### config.mk
export PLATFORM = sky130hd
export DESIGN_NAME = edge_lockout_key_debouncer
export DESIGN_NICKNAME = d
export VERILOG_FILES = /design/src/rtl/eld_pkg.sv /design/src/rtl/edge_lockout_key_debouncer.sv /design/src/rtl/eld_lane.sv /design/src/rtl/eld_merge.sv
export VERILOG_INCLUDE_DIRS = /design/src /design/src/rtl
export SDC_FILE = /design/constraint.sdc
export NUM_CORES = 1
export LEC_CHECK = 0
export BUFFER_PORTS_ARGS = -buffer_cell sky130_fd_sc_hd__clkbuf_2
export CORE_UTILIZATION = 49
export DETAILED_ROUTE_END_ITERATION = 6
export PLACE_DENSITY = 0.71
export SETUP_SLACK_MARGIN = 0.4
export SLEW_MARGIN = 20
export SYNTH_ARGS = -nofsm -noshare
export SYNTH_HDL_FRONTEND = slang
export SYNTH_SLANG_ARGS = --single-unit
### constraint.sdc
create_clock -name aclk -period 3.4 [get_ports aclk]
set_input_delay 0.17 -clock aclk [delete_from_list [all_inputs] [get_ports aclk]]
set_output_delay 0.17 -clock aclk [all_outputs]
set_load 0.005 [all_outputs]
### src/rtl/edge_lockout_key_debouncer_assert.svh
// Assertion helpers shared by the debouncer RTL.
`ifndef EDGE_LOCKOUT_KEY_DEBOUNCER_ASSERT_SVH
`define EDGE_LOCKOUT_KEY_DEBOUNCER_ASSERT_SVH

// Same-cycle implication, checked outside reset.
`define ELD_ASSERT_NOW(lbl, clk, rstn, ante, cons) \
    lbl: assert property (@(posedge clk) disable iff (!(rstn)) (ante) |-> (cons)) \
        else $error("debouncer assertion failed");

// Next-cycle implication, checked outside reset.
`define ELD_ASSERT_NEXT(lbl, clk, rstn, ante, cons) \
    lbl: assert property (@(posedge clk) disable iff (!(rstn)) (ante) |=> (cons)) \
        else $error("debouncer assertion failed");

`endif

### src/rtl/eld_pkg.sv
`default_nettype none

package eld_pkg;

    // Field widths fixed by the item format
    localparam int KEY_W             = 5;
    localparam int TICK_W            = 8;
    localparam int TDATA_W           = 8;
    localparam int TUSER_W           = 2;
    localparam int CFG_INDEX_W       = 4;
    localparam int CFG_DATA_W        = 8;
    localparam int DEFAULT_KEY_COUNT = 5;
    localparam int RESULT_DEPTH      = 2;

    localparam logic [TICK_W-1:0] TICK_MAX              = '1;
    localparam logic [TICK_W-1:0] DEBOUNCE_TICKS_RESET  = 8'd5;
    localparam logic [KEY_W-1:0]  KEY_ENABLE_RESET      = 5'd31;

    // Configuration register indexes
    localparam logic [CFG_INDEX_W-1:0] REG_DEBOUNCE_TICKS = 4'd0;
    localparam logic [CFG_INDEX_W-1:0] REG_KEY_ENABLE     = 4'd1;

    // What one key lane reports for the item it just took
    typedef struct packed {
        logic pressed;
        logic changed;
        logic too_short;
    } lane_status_t;

    typedef struct packed {
        logic             too_short;
        logic             state_changed;
        logic [KEY_W-1:0] key_state;
    } result_t;

endpackage

`default_nettype wire

### src/rtl/edge_lockout_key_debouncer.sv
// A result is buffered on s_ acceptance and offered on m_ in arrival order.
// Throughput: one item per cycle while s_tready is high; lanes update together.
// A two-entry result buffer keeps s_tready high while one result waits on m_.
// Reset (aresetn low, synchronous) clears key state, lockouts and counts,
// sets the previous levels to released and loads the register defaults.
`default_nettype none

module edge_lockout_key_debouncer
    import eld_pkg::*;
#(
    parameter int KEY_COUNT = DEFAULT_KEY_COUNT
) (
    input  wire logic                   aclk,
    input  wire logic                   aresetn,
    input  wire logic                   s_tvalid,
    output logic                        s_tready,
    input  wire logic [TDATA_W-1:0]     s_tdata,   // pin_levels[4:0], zero fill
    input  wire logic [TUSER_W-1:0]     s_tuser,   // tick, resync
    output logic                        m_tvalid,
    input  wire logic                   m_tready,
    output logic [TDATA_W-1:0]          m_tdata,   // key_state[4:0], zero fill
    output logic [TUSER_W-1:0]          m_tuser,   // state_changed, too_short
    input  wire logic                   cfg_valid,
    output logic                        cfg_ready,
    input  wire logic [CFG_INDEX_W-1:0] cfg_index,
    input  wire logic [CFG_DATA_W-1:0]  cfg_data
);

    // keys past the pin field are never seen
    localparam int LANE_COUNT = (KEY_COUNT < KEY_W) ? KEY_COUNT : KEY_W;

    logic [TICK_W-1:0] debounce_ticks_reg;
    logic [KEY_W-1:0]  key_enable_reg;
    logic              accept;
    lane_status_t      lane_status [LANE_COUNT];

    assign cfg_ready = 1'b1;
    assign accept    = s_tvalid && s_tready;

    always_ff @(posedge aclk) begin
        if (!aresetn) begin
            debounce_ticks_reg <= DEBOUNCE_TICKS_RESET;
            key_enable_reg     <= KEY_ENABLE_RESET;
        end else if (cfg_valid && cfg_ready) begin
            case (cfg_index)
                REG_DEBOUNCE_TICKS: debounce_ticks_reg <= cfg_data[TICK_W-1:0];
                REG_KEY_ENABLE:     key_enable_reg     <= cfg_data[KEY_W-1:0];
                default: ;
            endcase
        end
    end

    for (genvar i = 0; i < LANE_COUNT; i++) begin : g_lane
        eld_lane u_lane (
            .aclk           (aclk),
            .aresetn        (aresetn),
            .accept         (accept),
            .pin            (s_tdata[i]),
            .tick           (s_tuser[0]),
            .resync         (s_tuser[1]),
            .enable         (key_enable_reg[i]),
            .debounce_ticks (debounce_ticks_reg),
            .status         (lane_status[i])
        );
    end

    eld_merge #(
        .LANE_COUNT (LANE_COUNT)
    ) u_merge (
        .aclk        (aclk),
        .aresetn     (aresetn),
        .push        (accept),
        .lane_status (lane_status),
        .in_ready    (s_tready),
        .m_tvalid    (m_tvalid),
        .m_tready    (m_tready),
        .m_tdata     (m_tdata),
        .m_tuser     (m_tuser)
    );

endmodule

`default_nettype wire

### src/rtl/eld_lane.sv
`default_nettype none

module eld_lane
    import eld_pkg::*;
(
    input  wire logic              aclk,
    input  wire logic              aresetn,
    input  wire logic              accept,
    input  wire logic              pin,
    input  wire logic              tick,
    input  wire logic              resync,
    input  wire logic              enable,
    input  wire logic [TICK_W-1:0] debounce_ticks,
    output lane_status_t           status
);

    logic              pressed_reg, pressed_next;
    logic              locked_reg, locked_next;
    logic              prev_reg;
    logic [TICK_W-1:0] elapsed_reg, elapsed_next;

    logic              pressed_now;
    logic [TICK_W-1:0] count;
    logic              released;
    logic              edge_hit;
    logic              err;
    logic              trig;

    always_comb begin
        pressed_now = ~pin;
        count       = (locked_reg && tick && (elapsed_reg != TICK_MAX)) ?
                      elapsed_reg + TICK_W'(1) : elapsed_reg;
        released    = locked_reg && (count > debounce_ticks);
        edge_hit    = (pin ^ prev_reg) && enable && !locked_reg;
        err         = (pressed_reg ^ pressed_now) && released;
        trig        = edge_hit || (err && enable);

        if (resync) begin
            pressed_next     = pressed_now;
            locked_next      = 1'b0;
            elapsed_next     = '0;
            status.changed   = pressed_now ^ pressed_reg;
            status.too_short = 1'b0;
        end else begin
            pressed_next     = pressed_reg ^ trig;
            locked_next      = (locked_reg && !released) || trig;
            elapsed_next     = trig ? '0 : count;
            status.changed   = trig;
            status.too_short = err;
        end
        status.pressed = pressed_next;
    end

    always_ff @(posedge aclk) begin
        if (!aresetn) begin
            pressed_reg <= 1'b0;
            locked_reg  <= 1'b0;
            prev_reg    <= 1'b1;
            elapsed_reg <= '0;
        end else if (accept) begin
            pressed_reg <= pressed_next;
            locked_reg  <= locked_next;
            prev_reg    <= pin;
            elapsed_reg <= elapsed_next;
        end
    end

`include "edge_lockout_key_debouncer_assert.svh"

    `ELD_ASSERT_NEXT(a_resync_clears, aclk, aresetn, accept && resync,
        !locked_reg && (elapsed_reg == '0))
    `ELD_ASSERT_NEXT(a_toggle_locks, aclk, aresetn, accept && !resync && trig,
        locked_reg && (elapsed_reg == '0))
    `ELD_ASSERT_NOW(a_unlocked_no_release, aclk, aresetn, !locked_reg, !released)

endmodule

`default_nettype wire

### src/rtl/eld_merge.sv
`default_nettype none

module eld_merge
    import eld_pkg::*;
#(
    parameter int LANE_COUNT = DEFAULT_KEY_COUNT
) (
    input  wire logic         aclk,
    input  wire logic         aresetn,
    input  wire logic         push,
    input  wire lane_status_t lane_status [LANE_COUNT],
    output logic              in_ready,
    output logic              m_tvalid,
    input  wire logic         m_tready,
    output logic [TDATA_W-1:0] m_tdata,   // key_state[4:0], zero fill
    output logic [TUSER_W-1:0] m_tuser    // state_changed, too_short
);

    localparam int PTR_W = $clog2(RESULT_DEPTH);
    localparam int CNT_W = $clog2(RESULT_DEPTH + 1);

    result_t            merged;
    result_t            buf_reg [RESULT_DEPTH];
    logic [PTR_W-1:0]   wr_ptr_reg, rd_ptr_reg;
    logic [CNT_W-1:0]   count_reg, count_next;
    logic               pop;

    always_comb begin
        merged = '0;
        for (int i = 0; i < LANE_COUNT; i++) begin
            merged.key_state[i]  = lane_status[i].pressed;
            merged.state_changed = merged.state_changed | lane_status[i].changed;
            merged.too_short     = merged.too_short | lane_status[i].too_short;
        end
    end

    assign in_ready = (count_reg != CNT_W'(RESULT_DEPTH));
    assign m_tvalid = (count_reg != '0);
    assign pop      = m_tvalid && m_tready;

    always_comb begin
        count_next = count_reg;
        if (push && !pop) begin
            count_next = count_reg + CNT_W'(1);
        end else if (!push && pop) begin
            count_next = count_reg - CNT_W'(1);
        end
    end

    always_ff @(posedge aclk) begin
        if (!aresetn) begin
            wr_ptr_reg <= '0;
            rd_ptr_reg <= '0;
            count_reg  <= '0;
        end else begin
            count_reg <= count_next;
            if (push) begin
                wr_ptr_reg <= wr_ptr_reg + PTR_W'(1);
            end
            if (pop) begin
                rd_ptr_reg <= rd_ptr_reg + PTR_W'(1);
            end
        end
    end

    always_ff @(posedge aclk) begin
        if (push) begin
            buf_reg[wr_ptr_reg] <= merged;
        end
    end

    assign m_tdata = TDATA_W'(buf_reg[rd_ptr_reg].key_state);
    assign m_tuser = {buf_reg[rd_ptr_reg].too_short, buf_reg[rd_ptr_reg].state_changed};

`include "edge_lockout_key_debouncer_assert.svh"

    `ELD_ASSERT_NEXT(a_push_grows, aclk, aresetn, push && !pop,
        count_reg == $past(count_reg) + CNT_W'(1))
    `ELD_ASSERT_NEXT(a_pop_shrinks, aclk, aresetn, pop && !push,
        count_reg == $past(count_reg) - CNT_W'(1))
    `ELD_ASSERT_NOW(a_no_overflow, aclk, aresetn, push, count_reg < CNT_W'(RESULT_DEPTH))

endmodule

`default_nettype wire
# After elaboration in Yosys (flattened, before gate mapping)
# Memory sizes are Yosys's and may differ from the RTL's. A register that Yosys moved wholly into a read port is not among the register bits.
# Cells that the tools add are included.
word_totals:
  register_bits: 72
  ramBits: 14
  in_bits: 27
  out_inout_bits: 13
  elab_cells: 182
  n_memories: 1
memory_table:
  columns: ["memory", "words", "width", "rd", "rd_clocked_by_memory_dff", "write_ports", "line", "source"]
  rows:
  - ["u_merge.buf_reg", 2, 7, 1, 1, 1, "eld_merge.sv:23", "result_t buf_reg [RESULT_DEPTH];"]
op_classes:
  add_sub_neg: 9
  n_lt_le_gt_ge: 5
  eq_ne: 7
  muxes: 36
  bitwise: 28
  n_reduce_logical: 71
op_table:
  columns: ["op", "n"]
  rows:
  - ["2-to-1 mux 8 bit", 15]
  - ["logical AND 1 bit", 44]
  - ["adder 8 x 1 -> 8 bit, second input constant", 5]
  - ["greater-than comparator 8 bit", 5]
  - ["inequality test 8 bit, second input constant", 5]
  - ["bitwise XOR 1 bit", 15]
  - ["2-to-1 mux 1 bit", 14]
  - ["2-to-1 mux 2 bit", 7]
  - ["zero test 1 bit", 12]
  - ["logical OR 1 bit", 10]
  - ["OR 1 bit", 8]
  - ["NOT 1 bit", 5]
  - ["== test 4 x 1 -> 1 bit, second input constant", 1]
  - ["zero test 4 bit", 1]
  - ["AND reduction 2 bit", 2]
  - ["nonzero test 2 bit", 2]
  - ["adder 1 bit, second input constant", 2]
  - ["adder 2 x 1 -> 2 bit, second input constant", 1]
  - ["inequality test 2 bit, second input constant", 1]
  - ["subtractor 2 x 1 -> 2 bit, second input constant", 1]

# Longest topological paths before layout
# Gate-level depths: netlist (run 1).
depth:
  word_depth: 13
  mapped_depth: 16
  mapped_depth_nobuf: 15

# Modules after synthesis
# From an unflattened synthesis (run 1), not the netlist that was laid out.
hier_totals:
  hier_cells: 680
  area_unflattened_um2: 6093.3
modules_own_cells:
  columns: ["mod", "n_inst", "cells_each", "area_per_inst_um2", "seq_area_each_um2"]
  rows:
  - ["eld_lane", 5, 113, 949.7, 220.2]
  - ["eld_merge", 1, 54, 775.7, 520.5]
  - ["edge_lockout_key_debouncer", 1, 61, 569.3, 260.2]

# Worst setup path after synthesis (run 1)
# No wires, ideal clock.
synth_path:
  kind: "flip-flop to flip-flop"
  startpoint: "register g_lane[0].u_lane.elapsed_reg[2]"
  endpoint: "memory u_merge.buf_reg[0][5] (netlist bit), data pin"
  setup_ns: 0.295
  arrival_ns: 3.097
  required_time_ns: 3.105
  path_slack_ns: 0.009
  stages_incl_launch_ff: 15
  n_path_buf: 1
  synth_period_minus_slack_ns: 3.391
  cell_sequence: "dfxtp_1 > clkbuf_1 > nand4_1 > o311a_1 > and3_1 > nand4_1 > or2_2 > nand2_1 > ha_1 > a21o_1 > a21o_1 > a21oi_1 > nor3_1 > o32ai_2 > a41oi_1"
synth_rtl:
  columns: ["item", "line", "source"]
  rows:
  - ["start: declaration", "eld_lane.sv:20", "logic [TICK_W-1:0] elapsed_reg, elapsed_next;"]
  - ["start signal: assignment", "eld_lane.sv:64", "elapsed_reg <= elapsed_next;"]
  - ["end: declaration", "eld_merge.sv:23", null]

==> flow_summary.json, run 1 <==
{
  "die_area_sq_um": 11900,
  "hold_ws_ns": 0.0525,
  "arrival_ns": 3.38,
  "drt_iter0_drc": 309,
  "wl_met1_mm": 7.33,
  "ys_seq_elements": 87,
  "cts_hold_buf": 0,
  "synthArstFlopShare_pct": 0,
  "grt_max_degree": 71,
  "hold_class": "input pin to register",
  "setup.worst_path.start": "g_lane[4].u_lane.elapsed_reg[4]",
  "ys_seq_area_share_pct": 33.5,
  "clockBufferDepth": 2,
  "maxCapViolCount": 0,
  "power_density_nw_per_um2": 385,
  "status": "complete, no violations",
  "final_max_slew_viol_count": 0,
  "num_antenna_cells": 0,
  "r2r-start": "g_lane[4].u_lane.elapsed_reg[4]",
  "routed-wl-met3_mm": 1.19,
  "yosysUniqueCellTypes": 56,
  "cts_root_buf": "clkbuf_16",
  "drc": 0,
  "synth-edff-count": 14,
  "layout_setup_ws_ns": 0.0655,
  "vdd_ir_drop_max_uv": 353,
  "cp.required_ns": 3.45,
  "leakagePower_uw": 0.00327,
  "pre_cts_slack_ns": -0.0106,
  "slew_headroom_pct": 17.5,
  "pin_count": 40,
  "syn-mean-instance-area_sq_um": 8.66,
  "setup_viol": 0,
  "finalHoldViolations": 0,
  "end_kind": "register",
  "holdCritStartpoint": "cfg_data[1]",
  "grt_usage_pct": 29.0,
  "rsz0062_at_grt": "yes",
  "core_area_sq_um": 11000,
  "yosysWarnings": 0,
  "final_common_cell": "buf_4",
  "post_drt_wl_per_cell_um": 20.1,
  "vias": 5776,
  "stdcell_area_sq_um": 8110,
  "synthFlopType": "dfxtp_1",
  "place_area_sq_um": 6130,
  "syn_inst": 648,
  "die_h_um": 109,
  "initial_utilization_pct": 51.1,
  "utilization_pct": 73.9,
  "synth_area_sq_um": 5610,
  "grt_pass1_vias": 5419,
  "grt_pass1_wl_mm": 26.3,
  "antenna_left": 0,
  "h-tree-depth": 3,
  "fin_crit_sh_pct": 98.1,
  "antenna_found_initial": 1,
  "tightestPinTransition_ns": 1.24,
  "cts_buffers": 9,
  "hpwlAfterDp_mm": 9.97,
  "clk_latency_ns": 0.35,
  "first_pass_iters": 5,
  "layout-drive-gt1-share_pct": 42.8,
  "cts.sinks": 87,
  "overflow": 0,
  "cts_tree": "built",
  "top_layer_used": "met5",
  "final_nets": 869,
  "path_clk_slew_ns": 0.06,
  "cp-start-kind": "register",
  "min_period_ns": 3.33,
  "placementRows": 38,
  "largest_reg_flops": 40,
  "cp_max_fo": 4,
  "fin_setup_tns_ns": 0,
  "route.met2.wl_mm": 9.45,
  "viasPerCell": 6.14,
  "critical_path_class": "register to register",
  "wirelength_mm": 19.0,
  "io_buffers": 32,
  "fin_skew_ns": 0.00709,
  "syn2layout_area_growth_pct": 44.7,
  "final_cell_mix": "95 x buf_4, 66 x nand2_1, 47 x dfxtp_1, 36 x ha_1, 33 x buf_6",
  "die_x_um": 109,
  "gp_routability_congestion": 0.862,
  "clock.fmax_ghz": 0.300
}
[area by class of cell]
class	instances	area, sq um
inverter	16	60.1
clock buffer	11	264
tap	140	175
timing repair buffer	162	1290
sequential	87	1950
fill	738	2870
multi-input combinational	520	4310
clock inverter	5	61.3
[worst paths after layout]
| check | end | slack, ns | cells past startpoint |
|---|---|---|---|
| min reg2reg | g_lane[0].u_lane.prev_reg | 0.48 | 2 |
| max reg2reg | u_merge.buf_reg[0][6] | 0.07 | 15 |
| max | u_merge.buf_reg[0][6] | 0.07 | 15 |
| min | key_enable_reg[1] | 0.05 | 3 |
[worst max-delay path, stage by stage (launching register included)]
cell and delay, ns:
dfxtp_4 0.37, and3_4 0.20, nand2_2 0.07, o211a_1 0.22
nand4_1 0.16, buf_4 0.16, nor2_1 0.06, or2_4 0.25
ha_4 0.23, a21oi_1 0.26, a21o_1 0.25, buf_4 0.15
a21oi_2 0.05, and3_1 0.23, nor3_2 0.22, a21oi_1 0.15
[per-stage QoR]
stage | power [uW] | std cells
after floorplan | 1660 | 650
after global placement | 1830 | 804
after detailed placement | 1860 | 804
after CTS | 3020 | 905
after global routing | 3240 | 941
final | 3130 | 941
[layer usage]
layer | vias up | global-route usage (%)
li1 | 2654 | -
met1 | 2774 | 33.8
met2 | 257 | 50.4
met3 | 89 | 6.46
met4 | 2 | 13.5
met5 | - | 0
[cell families (layout without fill, tap and decap cells)]
| kind of cell | Yosys count | after routing | synth area share [%] |
|---|---|---|---|
| AND/OR/NAND/NOR | 261 | 261 | 24.3 |
| other | 2 | 4 | 0.134 |
| flip-flops | 87 | 87 | 33.5 |
| multiplexers | 24 | 24 | 4.55 |
| XOR/XNOR | 50 | 50 | 7.81 |
| buffers and inverters | 46 | 194 | 3.35 |
| adder cells (fa/ha/maj) | 46 | 46 | 10.3 |
| AO/OA/AOI/OAI | 132 | 135 | 16.1 |
[timing repair]
| action | in CTS | in global routing |
|---|---|---|
| setup buffers | 83 | 34 |
| endpoints found under the setup margin | 59 | 64 |
| gates cloned | 2 | 2 |
| gates resized for setup | 73 | 99 |
| pin swaps | 69 | 80 |
[cells in the mapped netlist (all sizes together), types with 5 or more instances]
master,number,area [sq um]
a211oi,5,37.5
a21oi,42,221
a22oi,16,120
a31oi,6,37.5
and2,5,31.3
and3,8,50.1
buf,6,37.5
clkbuf,24,90.1
dfxtp,73,1460
edfxtp,14,420
ha,46,576
inv,15,56.3
mux2,12,135
mux2i,12,120
nand2,75,289
nand2b,8,50.1
nand3,32,160
nand3b,5,37.5
nand4,26,163
nand4b,12,105
nor2,39,146
nor2b,19,119
nor3,11,55.1
o211a,7,70.1
o21a,11,82.6
o21ai,18,90.1
o22ai,6,51.3
or2,6,37.5
xnor2,38,333
xor2,12,105
[report_power, final]
| part | switching (uW) | leakage [uW] | internal (uW) | total, uW |
|---|---|---|---|---|
| Clock | 452 | 0.000162 | 640 | 1090 |
| Sequential | 71.8 | 0.000738 | 1130 | 1200 |
| Combinational | 470 | 0.00237 | 368 | 838 |
Power figures use the tool's default switching activity.
==> inputs of run 2 (changes only) <==
- SKIP_CTS_REPAIR_TIMING: unset -> 1
- clock period: 3.4 -> 2.8 ns (I/O delays scaled with it)
==> run 2 against run 1 <==
Compared with the run above:
- the flow now finishes with violations (setup timing)
- power up 15%
- non-clock buffer count rose by 2
- maximum frequency grew 6.0%
- cell area is 3.7% lower
- utilization is 2.8 points lower
- clock power barely moved
- combinational power increased by 23%
- critical endpoint is now g_lane[0].u_lane.elapsed_reg[6]
- largest power group unchanged
==> flow_summary.json, run 2 (synthesis results as in run 1) <==
{
  "power_frac_comb_pct": 28.8,
  "path_clk_slew_ns": 0.06,
  "antenna_left": 0,
  "finalHoldViolations": 0,
  "violations": "setup timing",
  "setup_viol": 64,
  "hold-path-cell-count": 3,
  "clk_latency_ns": 0.35,
  "critical_path_class": "register to register",
  "core_area_sq_um": 11000,
  "cp.required_ns": 3.09,
  "slew_headroom_pct": 26.6,
  "cp_slowest_cell": "o311a_4",
  "holdCritStartpoint": "cfg_data[3]",
  "vias": 5697,
  "drt_iter0_drc": 389,
  "min_to": "key_enable_reg[3]",
  "h-tree-depth": 3,
  "power_density_nw_per_um2": 461,
  "layout_setup_ws_ns": -0.347,
  "cp-start-kind": "register",
  "drc": 0,
  "syn2layout_area_growth_pct": 39.2,
  "rrSetupSlack_ns": -0.35,
  "num_antenna_cells": 0,
  "hold_class": "input pin to register",
  "stdcell_area_sq_um": 7810,
  "fin_crit_sh_pct": 112,
  "cts_buffers": 9,
  "final_common_cell": "buf_4",
  "path_cells": "ha_4 > nand2_2 > o311a_4 > and3_4 > nand4_1 > buf_4 > nand2_2 > nand2_2 > ha_4 > a21o_1 > a21o_1 > a21oi_4 > nor3_4 > o31ai_4 > buf_6 > and3_4 > a32o_1",
  "rsz0062_at_grt": "yes",
  "cts.sinks": 87,
  "pre_cts_slack_ns": -0.315,
  "p_int_uw": 2430,
  "p_sw_share_pct": 32.5,
  "viasPerCell": 6.04,
  "end_kind": "register",
  "grt_pass1_vias": 5442,
  "io_buffers": 32,
  "die_x_um": 109,
  "wirelength_mm": 17.8,
  "final_max_slew_viol_count": 0,
  "overflow": 0,
  "min_period_ns": 3.15,
  "antenna_found_initial": 0,
  "grt_usage_pct": 28.0,
  "cts_root_buf": "clkbuf_16",
  "final_nets": 871,
  "first_pass_iters": 5,
  "p_sw_uw": 1170,
  "post_drt_wl_per_cell_um": 18.8,
  "maxCapViolCount": 0,
  "cts_tree": "built",
  "die_area_sq_um": 11900,
  "arrival_ns": 3.44,
  "layout-drive-gt1-share_pct": 40.3,
  "pwr-share-seq_pct": 40.6,
  "cpPeakStageDelay_ns": 0.40,
  "leakagePower_uw": 0.00314,
  "gp_routability_congestion": 0.960,
  "grt_pass1_wl_mm": 25.5,
  "final_cell_mix": "120 x buf_4, 64 x nand2_1, 53 x dfxtp_1, 37 x ha_1, 36 x xnor2_1",
  "cp_max_fo": 6,
  "place_area_sq_um": 6940,
  "pin_count": 40,
  "reg2reg_to": "g_lane[0].u_lane.elapsed_reg[6]",
  "power_frac_clock_pct": 30.6,
  "status": "complete, but fails checks",
  "fin_skew_ns": 0.00482,
  "grt_max_degree": 56,
  "die_h_um": 109,
  "reg2reg_depth": 17,
  "hpwlAfterDp_mm": 11.3,
  "tightestPinTransition_ns": 1.10,
  "clockBufferDepth": 2,
  "r2r-start": "g_lane[0].u_lane.elapsed_reg[1]",
  "critPathMostFrequentCell": "nand2_2",
  "largest_reg_flops": 40,
  "placementRows": 38,
  "initial_utilization_pct": 51.1,
  "clock.fmax_ghz": 0.318,
  "vdd_ir_drop_max_uv": 514
}
## run 2: changes by cell type in the layout (fill, tap and decap cells not counted), sizes merged
cell | previous run | this run
buf | 130 | 132
clkinv | 3 | 5
inv | 17 | 15
clkinvlp | 0 | 3
clkbuf | 43 | 41
bufinv | 1 | 0
## run 2: worst max-delay path by stage
stage | start | to | slack, ns | cells past startpoint
6_report | g_lane[0].u_lane.elapsed_reg[1] | g_lane[0].u_lane.elapsed_reg[6] | -0.35 | 17
5_1_grt | g_lane[2].u_lane.elapsed_reg[3] | g_lane[2].u_lane.pressed_reg | -0.46 | 14
4_1_cts | g_lane[0].u_lane.elapsed_reg[0] | u_merge.buf_reg[1][0] | -0.36 | 15
3_5_place_dp | g_lane[0].u_lane.elapsed_reg[0] | g_lane[0].u_lane.elapsed_reg[2] | -0.31 | 16
3_3_place_gp | g_lane[0].u_lane.elapsed_reg[0] | g_lane[0].u_lane.elapsed_reg[0] | -0.22 | 16
2_1_floorplan | g_lane[0].u_lane.elapsed_reg[2] | u_merge.buf_reg[0][5] | -0.24 | 14
## run 2: final cells by class
type | instances | area, sq um
multi-input cells | 520 | 4200
fillers | 785 | 3170
flip-flops and latches | 87 | 1910
repair buffers | 164 | 1200
clock buffers | 9 | 225
well taps | 140 | 175
inverters | 16 | 60.1
clock inverters | 7 | 40.0
## run 2: layer usage
metal,GRT usage (%),wire [um]
met5,0,0
met4,10.4,603
met3,6.22,1080
met2,49.1,9010
met1,33.0,7080
## run 2: critical path, delay by kind of cell (launching register included)
| family | cells | cell delay [ns] |
|---|---|---|
| AOI/OAI and AO/OA | 6 | 1.31 |
| adders and majority gates | 2 | 0.35 |
| buffers and inverters | 2 | 0.33 |
| DFF | 1 | 0.35 |
| and+or+nand+nor | 7 | 0.74 |
## run 2: metrics by stage
step | instances | hold WS (ns) | total power [uW] | TNS [ns] | util [%]
global placement | 898 | 0.378 | 2300 | -6.55 | 63.2
floorplan | 650 | 0.264 | 2030 | -3.52 | -
global route | 943 | 0.0496 | 3740 | -22.85 | 71.1
finish | 943 | 0.0284 | 3600 | -14.05 | 71.1
CTS | 914 | 0.0306 | 3440 | -12.49 | 65.6
detailed placement | 898 | 0.382 | 2340 | -10.27 | 63.2
## run 2: power groups by stage
stage	Clock (uW)	Sequential, uW	Combinational, uW
after floorplan	0	1460	573
after global placement	0	1480	827
after detailed placement	0	1480	861
after CTS	1120	1460	869
after global routing	1160	1470	1100
final	1100	1460	1030
